`src/rtl/core/csre_pkg.sv`:
```
// Package for the cartesian shell rotation entry block: types, constants, index decoding.
`timescale 1ns / 1ps

package csre_pkg;

  localparam int MAX_ORDER_DEF = 4;
  localparam int FRAC_BITS     = 14;
  localparam int ONE_Q14       = 16384;
  localparam int ROUND_HALF    = 8192;

  typedef struct packed {
    logic signed [15:0] op_xx;
    logic signed [15:0] op_xy;
    logic signed [15:0] op_xz;
    logic signed [15:0] op_yx;
    logic signed [15:0] op_yy;
    logic signed [15:0] op_yz;
    logic signed [15:0] op_zx;
    logic signed [15:0] op_zy;
    logic signed [15:0] op_zz;
    logic [2:0]         shell_order;
    logic [3:0]         row_index;
    logic [3:0]         col_index;
  } op_t;

  typedef struct packed {
    logic signed [31:0] entry_value;
    logic               bad_index;
  } res_t;

  typedef enum logic [2:0] {
    ST_IDLE,
    ST_SCAN,
    ST_MUL,
    ST_ACC,
    ST_FIN
  } state_t;

  typedef enum logic [1:0] {
    AXIS_X = 2'd0,
    AXIS_Y = 2'd1,
    AXIS_Z = 2'd2
  } axis_t;

  // x, y and z powers of one cartesian function
  typedef struct packed {
    logic [2:0] px;
    logic [2:0] py;
    logic [2:0] pz;
  } powers_t;

  // number of cartesian functions of order l: (l+1)(l+2)/2
  function automatic logic [5:0] shell_size(logic [2:0] l);
    logic [6:0] prod;
    prod = ({4'd0, l} + 7'd1) * ({4'd0, l} + 7'd2);
    return prod[6:1];
  endfunction

  // x-power outer, z-power inner numbering
  function automatic powers_t decode_powers(logic [2:0] l, logic [3:0] idx);
    powers_t    pw;
    logic [5:0] n;
    logic       found;
    pw    = '0;
    n     = '0;
    found = 1'b0;
    for (int a = 0; a < 8; a++) begin
      for (int c = 0; c < 8; c++) begin
        if (a + c <= int'(l)) begin
          if (!found && n == {2'b00, idx}) begin
            pw.px = 3'(a);
            pw.py = 3'(int'(l) - a - c);
            pw.pz = 3'(c);
            found = 1'b1;
          end
          n = n + 6'd1;
        end
      end
    end
    return pw;
  endfunction

endpackage

```
`src/rtl/core/csre_mul_round.sv`:
```
// Shared multiply and round unit: q = floor((p * m + 2^13) / 2^14).
`timescale 1ns / 1ps

module csre_mul_round
  import csre_pkg::*;
#(
  parameter int PW = 16 + MAX_ORDER_DEF
) (
  input  logic signed [PW-1:0] p,
  input  logic signed [15:0]   m,
  output logic signed [PW-1:0] q
);

  logic signed [PW+15:0] prod;
  logic signed [PW+15:0] rnd;

  assign prod = p * m;
  assign rnd  = prod + (PW+16)'(ROUND_HALF);
  // arithmetic floor: drop the fraction bits of the two's complement value
  assign q    = rnd[PW+FRAC_BITS-1:FRAC_BITS];

endmodule

```
`src/rtl/core/cartesian_shell_rotation_entry.sv`:
```
// Top level: one entry of the cartesian shell transform, computed on one shared multiplier.
//
//  channel | direction | handshake          | payload
//  op      | in        | op_valid/op_stall  | op_data  (op_t: matrix, order, row, column)
//  res     | out       | res_valid/res_stall| res_data (res_t: entry_value, bad_index)
//
// Bad index or l = 0: straight from accept to the result. Otherwise all 3^l axis tuples
// are scanned, one per cycle while no product is in work; each match gets an l-factor
// product, one multiply per cycle, which is then added to the sum.
// rst is synchronous and clears the sequencer and the result valid.
// op_stall is high while an item is in work; a finished result waits in the
// output register and the next item may start meanwhile.
`timescale 1ns / 1ps

module cartesian_shell_rotation_entry
  import csre_pkg::*;
#(
  parameter int MAX_ORDER = MAX_ORDER_DEF
) (
  input  logic clk,
  input  logic rst,
  input  logic op_valid,
  output logic op_stall,
  input  op_t  op_data,
  output logic res_valid,
  input  logic res_stall,
  output res_t res_data
);

  localparam int PW = 16 + MAX_ORDER;
  localparam int SW = (PW + 12 > 33) ? PW + 12 : 33;
  localparam int KW = (MAX_ORDER > 1) ? $clog2(MAX_ORDER) : 1;

  localparam logic signed [SW-1:0] SAT_HI = {{(SW-31){1'b0}}, {31{1'b1}}};
  localparam logic signed [SW-1:0] SAT_LO = {{(SW-31){1'b1}}, {31{1'b0}}};

  state_t state, state_next;

  logic signed [15:0] mat [3][3];
  logic [2:0]         ord;
  powers_t            rpw, cpw;
  logic [1:0]         tup [MAX_ORDER];
  logic [1:0]         tup_inc [MAX_ORDER];
  logic [KW-1:0]      k;
  logic signed [PW-1:0] p, q;
  logic signed [SW-1:0] sum;
  logic               bad;

  logic       accept, load, bad_in, l0_in;
  logic       match, last, k_last;
  logic [2:0] cnt_x, cnt_y, cnt_z;
  logic [3:0] k_ext, seq_lim_x, seq_lim_y;
  axis_t      seq_axis;
  logic [1:0] tup_k;
  logic signed [15:0] elem;
  logic signed [31:0] sat_sum;
  logic [5:0] size_in;

  // ---------------- input decode ----------------
  assign size_in = shell_size(op_data.shell_order);
  assign bad_in  = ({1'b0, op_data.shell_order} > 4'(MAX_ORDER))
                || ({2'b00, op_data.row_index} >= size_in)
                || ({2'b00, op_data.col_index} >= size_in);
  assign l0_in   = (op_data.shell_order == 3'd0);

  assign op_stall = (state != ST_IDLE);
  assign accept   = op_valid && !op_stall;

  // ---------------- tuple scan ----------------
  always_comb begin
    cnt_x = '0;
    cnt_y = '0;
    cnt_z = '0;
    last  = 1'b1;
    for (int i = 0; i < MAX_ORDER; i++) begin
      if (3'(i) < ord) begin
        case (tup[i])
          AXIS_X:  cnt_x = cnt_x + 3'd1;
          AXIS_Y:  cnt_y = cnt_y + 3'd1;
          default: cnt_z = cnt_z + 3'd1;
        endcase
        if (tup[i] != AXIS_Z) last = 1'b0;
      end
    end
  end

  assign match = (cnt_x == cpw.px) && (cnt_y == cpw.py) && (cnt_z == cpw.pz);

  // base-3 increment of the axis tuple, digit 0 lowest
  always_comb begin
    logic carry;
    carry = 1'b1;
    for (int i = 0; i < MAX_ORDER; i++) begin
      tup_inc[i] = tup[i];
      if (carry) begin
        if (tup[i] == AXIS_Z) begin
          tup_inc[i] = AXIS_X;
        end else begin
          tup_inc[i] = tup[i] + 2'd1;
          carry      = 1'b0;
        end
      end
    end
  end

  // ---------------- element select for the multiplier ----------------
  assign k_ext     = 4'(k);
  assign seq_lim_x = {1'b0, rpw.px};
  assign seq_lim_y = {1'b0, rpw.px} + {1'b0, rpw.py};

  always_comb begin
    if (k_ext < seq_lim_x)      seq_axis = AXIS_X;
    else if (k_ext < seq_lim_y) seq_axis = AXIS_Y;
    else                        seq_axis = AXIS_Z;
  end

  assign tup_k  = tup[k];
  assign elem   = mat[seq_axis][tup_k];
  assign k_last = (3'(k) == ord - 3'd1);

  csre_mul_round #(.PW(PW)) u_mul (
    .p (p),
    .m (elem),
    .q (q)
  );

  // ---------------- sequencer ----------------
  assign load = (state == ST_FIN) && !(res_valid && res_stall);

  always_ff @(posedge clk) begin
    if (rst) state <= ST_IDLE;
    else     state <= state_next;
  end

  always_comb begin
    state_next = state;
    unique case (state)
      ST_IDLE: if (accept) state_next = (bad_in || l0_in) ? ST_FIN : ST_SCAN;
      ST_SCAN: begin
        if (match)     state_next = ST_MUL;
        else if (last) state_next = ST_FIN;
      end
      ST_MUL:  if (k_last) state_next = ST_ACC;
      ST_ACC:  state_next = last ? ST_FIN : ST_SCAN;
      ST_FIN:  if (load) state_next = ST_IDLE;
      default: state_next = ST_IDLE;
    endcase
  end

  // ---------------- datapath registers ----------------
  always_ff @(posedge clk) begin
    if (accept) begin
      mat[0][0] <= op_data.op_xx;
      mat[0][1] <= op_data.op_xy;
      mat[0][2] <= op_data.op_xz;
      mat[1][0] <= op_data.op_yx;
      mat[1][1] <= op_data.op_yy;
      mat[1][2] <= op_data.op_yz;
      mat[2][0] <= op_data.op_zx;
      mat[2][1] <= op_data.op_zy;
      mat[2][2] <= op_data.op_zz;
      ord       <= op_data.shell_order;
      rpw       <= decode_powers(op_data.shell_order, op_data.row_index);
      cpw       <= decode_powers(op_data.shell_order, op_data.col_index);
      bad       <= bad_in;
      for (int i = 0; i < MAX_ORDER; i++) tup[i] <= AXIS_X;
      if (!bad_in && l0_in) sum <= SW'(ONE_Q14);
      else                  sum <= '0;
    end
    case (state)
      ST_SCAN: begin
        if (match) begin
          k <= '0;
          p <= PW'(ONE_Q14);
        end else if (!last) begin
          tup <= tup_inc;
        end
      end
      ST_MUL: begin
        p <= q;
        k <= k + KW'(1);
      end
      ST_ACC: begin
        sum <= sum + SW'(p);
        if (!last) tup <= tup_inc;
      end
      default: ;
    endcase
  end

  // ---------------- output register ----------------
  always_comb begin
    if (sum > SAT_HI)      sat_sum = 32'sh7fffffff;
    else if (sum < SAT_LO) sat_sum = 32'sh80000000;
    else                   sat_sum = sum[31:0];
  end

  always_ff @(posedge clk) begin
    if (rst) begin
      res_valid <= 1'b0;
    end else if (load) begin
      res_valid <= 1'b1;
    end else if (res_valid && !res_stall) begin
      res_valid <= 1'b0;
    end
  end

  always_ff @(posedge clk) begin
    if (load) begin
      res_data.entry_value <= sat_sum;
      res_data.bad_index   <= bad;
    end
  end

endmodule

```
`config.mk`:
```
export PLATFORM = sky130hd
export DESIGN_NAME = cartesian_shell_rotation_entry
export DESIGN_NICKNAME = d
export VERILOG_FILES = /design/src/rtl/core/csre_pkg.sv /design/src/rtl/core/csre_mul_round.sv /design/src/rtl/core/cartesian_shell_rotation_entry.sv
export SDC_FILE = /design/constraint.sdc
export NUM_CORES = 1
export LEC_CHECK = 0
export ABC_AREA = 1
export BUFFER_PORTS_ARGS = -buffer_cell sky130_fd_sc_hd__buf_2
export CORE_AREA = 4 4 226 394
export DETAILED_ROUTE_END_ITERATION = 7
export DIE_AREA = 0 0 230 398
export PLACE_DENSITY = 0.7
export SETUP_SLACK_MARGIN = 0.05
export SKIP_CTS_REPAIR_TIMING = 1
export SYNTH_ARGS = -nofsm -noshare
export SYNTH_HDL_FRONTEND = slang
export SYNTH_HIERARCHICAL = 1
export SYNTH_SLANG_ARGS = --single-unit
```
`constraint.sdc`:
```
create_clock -name clk -period 20.1 [get_ports clk]
set_clock_uncertainty 0.05 [all_clocks]
set_input_delay 6.03 -clock clk [delete_from_list [all_inputs] [get_ports clk]]
set_output_delay 6.03 -clock clk [all_outputs]
set_load 0.03 [all_outputs]
```
# == Word level (Yosys, flattened, before mapping) ==
# Memories as Yosys holds them, arrays and structs flattened.
# Index checks and enable logic that the tools add are counted.
# op_classes
bitwise,2
eq_ne,95
n_addsub,82
reduce_logical,172
order_cmp,20
muxes,540
mul,2
# op_table
operator,n
$mux W9,185
$mux W6,71
$eq A6 B4 Y1,70
$mux W1,231
$add A6 B1 Y6 const B,34
$logic_and A1 B1 Y1,77
$mux W3,25
$logic_not A1 Y1,74
$mux W33,2
$sub A3 B3 Y3 const B,18
$pmux W20 S2,1
$add A34 B15 Y34 const B,1
$mul A20 B16 Y34,1
$add A33 B20 Y33,1
$gt A33 B32 Y1 const B,1
$lt A33 B32 Y1 const B,1
$bmux W16 S2,1
$mux W16,2
$mux W32,1
$add A3 B1 Y3 const B,9
$sub A3 B2 Y3 const B,9
$mux W2,12
$mux W8,3
$mux W20,1
other kinds (40),82
# word_totals
n_memories,1
reg_bits,119
ram_bits,144
inputBits,159
# memory_table
memory,depth,width,rd,rd_ports_with_merged_regs,write_ports,line_no,source
mat,3,48,1,0,3,cartesian_shell_rotation_entry.sv:39,logic signed [15:0] mat [3][3];

# == Logic depth before layout (Yosys ltp) ==
# logic_depth
word_depth,178
ltp_mapped,94
ltp_nobuf,91

# == Hierarchy ==
# The synthesis kept the hierarchy.
# by_module_without_submodules
module,n_inst,area_per_inst_um2,seq_area_each_um2,cells_each
cartesian_shell_rotation_entry,1,23681.5,7777.5,3172
csre_mul_round,1,12085.3,0.0,1627

# == Least setup slack after synthesis ==
# OpenSTA, ideal clock, no wires.
# synth_path
kind,input-to-reg
startpoint,input port op_data[9] (netlist name)
endpoint,register cpw[4] (netlist name) (data pin)
setup_ns,0.249
slack_ns,0.911
path_buffers,4
cell_stages,71
t_required_ns,19.801
arrival_time_ns,18.890
path_cell_list,clkbuf_1 > inv_1 > buf_6 > ha_1 > nand2_1 > nand3_1 > clkbuf_1 > fa_1 > clkbuf_2 > nand3_1 > nand3_4 > nand2_4 > nand2_2 > nand2_2 > nand2_2 > nand2_2 > nand2_2 > nand2_4 > (+35 left out) > inv_1 > ha_1 > o21ai_0 > inv_1 > ha_1 > o21ai_1 > inv_1 > ha_1 > o21ai_0 > xor2_1 > nor4_1 > nand4_1 > nor2_2 > nand2_4 > nand3_1 > nand2_1 > nand2_1 > inv_1
# synth_via
elab_chain_len,172
# synth_rtl
element,line_no,source
from (decl),cartesian_shell_rotation_entry.sv:24,"input op_t op_data,"
"parallel branches: the longest is 171 deep, another holds $add A6 B1 Y6",n/a,
$mux W9 *,csre_pkg.sv:69,if (a + c <= int'(l)) begin
to (signal assigned),cartesian_shell_rotation_entry.sv:164,"cpw <= decode_powers(op_data.shell_order, op_data.col_index);"
to (decl),cartesian_shell_rotation_entry.sv:41,"powers_t rpw, cpw;"
# Every way passes the cells marked *. The select of a mux whose other input is x is not followed.
# A chain may end at the register's enable or synchronous reset.

# == Worst setup path after layout ==
# layout_path
startpoint,input port op_data[8] (netlist name)
endpoint,register cpw[4] (netlist name) (data pin)
# The elaborated chain is that of the path after synthesis.

==> impl_metrics.yaml <==
status:
  run_status: "finished clean"
critical_path:
  crit_fanout: 20
  cp.arrival_ns: 19.03
  startpoint_type: "primary input"
  cp_slowest_cell: "fa_1"
  worstPathRequired_ns: 20.39
  cpPeakStageDelay_ns: 0.74
  critPathCaptureType: "register"
  worstSetupPathType: "in2reg"
yosys:
  async_reset_ff_share_pct: 0
  synth-main-ff-cell: "edfxtp_1"
  ys_top_cells_by_area: "edfxtp_1 21%, fa_1 17%, nand2_1 12%"
  synth_common_cells: "1,113 x nand2_1, 887 x inv_1, 390 x nor2_1"
  synth-seq-cells: 263
  seq_area_frac_synth_pct: 21.74
  synth_warnings: 6
  synthesis.nets: 5454
  synth_cells: 4799
  avgSynthCellArea_um2: 7.453
  yosysTopAreaCellShare_pct: 21.07
  netlist_area_mm2: 0.03577
  synth_edf_count: 251
  yosysMostFrequentCell: "nand2_1"
  yosysUniqueCellTypes: 71
  yosys.area.top_type: "edfxtp_1"
global_routing:
  antenna_found_initial: 12
  grt_pass1_vias: 33850
  grt_max_degree: 90
  grt_pass1_wl_um: 176100
  grt-ovfl-total: 0
  track_usage_pct: 24.25
clock_network:
  cts.sinks: 263
  numCtsBuffers: 28
  cts_tree: "done"
  path_clk_slew_ns: 0.08
  cts-root-buf: "clkbuf_16"
  clk_latency_ns: 0.60
  htree_levels: 1
  cts_buffer_depth: 3
drt:
  via_count: 32530
  drtIter0Drc: 1914
  wl_per_cell_um: 18.46
  firstDrtPassIters: 6
  ant_nets: 0
  drt_wl_total_um: 112600
  drcViolationCount: 0
  via_per_inst: 5.335
finish:
  area_growth_pct: 8.980
  fin_util_pct: 45.52
  finalNetCount: 5568
  nFillCells: 8693
  multiInputGateArea_mm2: 0.02383
  instances_no_fill: 6097
  drive_gt1_share_pct: 12.26
  regArea_mm2: 0.007777
timing:
  fmax_mhz: 53.36
  finalHoldViolCount: 0
  fin_crit_sh_pct: 93.24
  setup_tns_ns: 0
  fin_crit_ns: 18.74
  postLayoutSetupSlackWorst_ns: 1.358
  tightest_slew_ns: 1.239
  rsz0062_at_grt: "no"
  slew_headroom_pct: 17.19
  finalSetupViolations: 0
  finalMaxSlewViolations: 0
place:
  gp_congestion: 1.003
  dp.cells: 6035
  pre_cts_slack_ns: 0.8380
  io_buffers: 193
  dp_hpwl_um: 89750
floorplan:
  die_area_mm2: 0.09154
  die_h_um: 398
  num_io_pins: 194
  rows: 142
  die_w_um: 230
  start_util_pct: 41.77
  core_mm2: 0.08564
min_path:
  hold_path.class: "reg2reg"
flow_run:
  maxCapViolations: 0
per-layer routing:
metal / global-route usage (%) / vias up / routed length [um]
met3: 2.204 / 496 / 5235
met4: 17.07 / 0 / 9133
li1: - / 15430 / -
met1: 24.25 / 15500 / 38230
met2: 46.59 / 1107 / 59960
met5: 0 / - / 0
final timing paths:
path | start | slack [ns] | end | cells after the start
hold reg to reg | bad | 0.38 | res_data[0] | 0
setup / recovery | op_data[8] | 1.36 | cpw[4] | 69
setup reg to reg | rpw[6] | 9.40 | p[14] | 32
hold / removal | bad | 0.38 | res_data[0] | 0
cell usage in the layout, fill, tap and decap left out, types with 153 or more instances in the layout:
cell      count
nand3_1     258
inv_1       886
fa_1        311
o21ai_0     219
ha_1        185
buf_2       193
edfxtp_1    251
nand2_1    1112
xor2_1      153
nor2_1      387
sequential cells by signal, summed over array words and instances (netlist names):
| name | count |
|---|---|
| cpw | 9 |
| mat | 144 |
| bad | 1 |
| p | 20 |
| rpw | 6 |
| state | 3 |
| sum | 33 |
| ord | 3 |
| k | 2 |
| res_data | 33 |
| res_valid | 1 |
| tup | 8 |
cell type report:
type / instances / area share [%]
Timing Repair Buffer: 260 / 3.769
Antenna cell: 11 / 0.07062
Clock inverter: 21 / 0.6516
Multi-Input combinational cell: 3436 / 61.14
Sequential cell: 263 / 19.95
Clock buffer: 30 / 1.817
Tap cell: 1152 / 3.698
Inverter: 924 / 8.904
kinds of logic after synthesis:
group	after synthesis	share of synthesized area, %
simple gates	2185	28.58
xor+xnor	185	4.572
fa+ha+maj	496	23.88
flops	263	21.74
mux	3	0.08396
buf+inv	1100	11.72
compound gates	567	9.428
worst max-delay path: cells and delay by family:
family                     cells  cell delay [ns]
xor gates and xnor gates       1             0.11
adders and majority gates     16             4.97
AOI/OAI and AO/OA             13             3.52
buffers and inverters         17             1.98
and+or+nand+nor               22             2.38
per-stage QoR:
step,hold slack [ns],instance area [um^2]
final,0.3831,38980
after global routing,0.4098,38980
after CTS,0.3867,38950
after detailed placement,0.3681,37990
after global placement,0.3532,37990
after floorplan,0.3503,35770
Power is left out: the tool's default activity adds up to more than one toggle a clock period on the data nets, which glitch-free logic cannot reach.
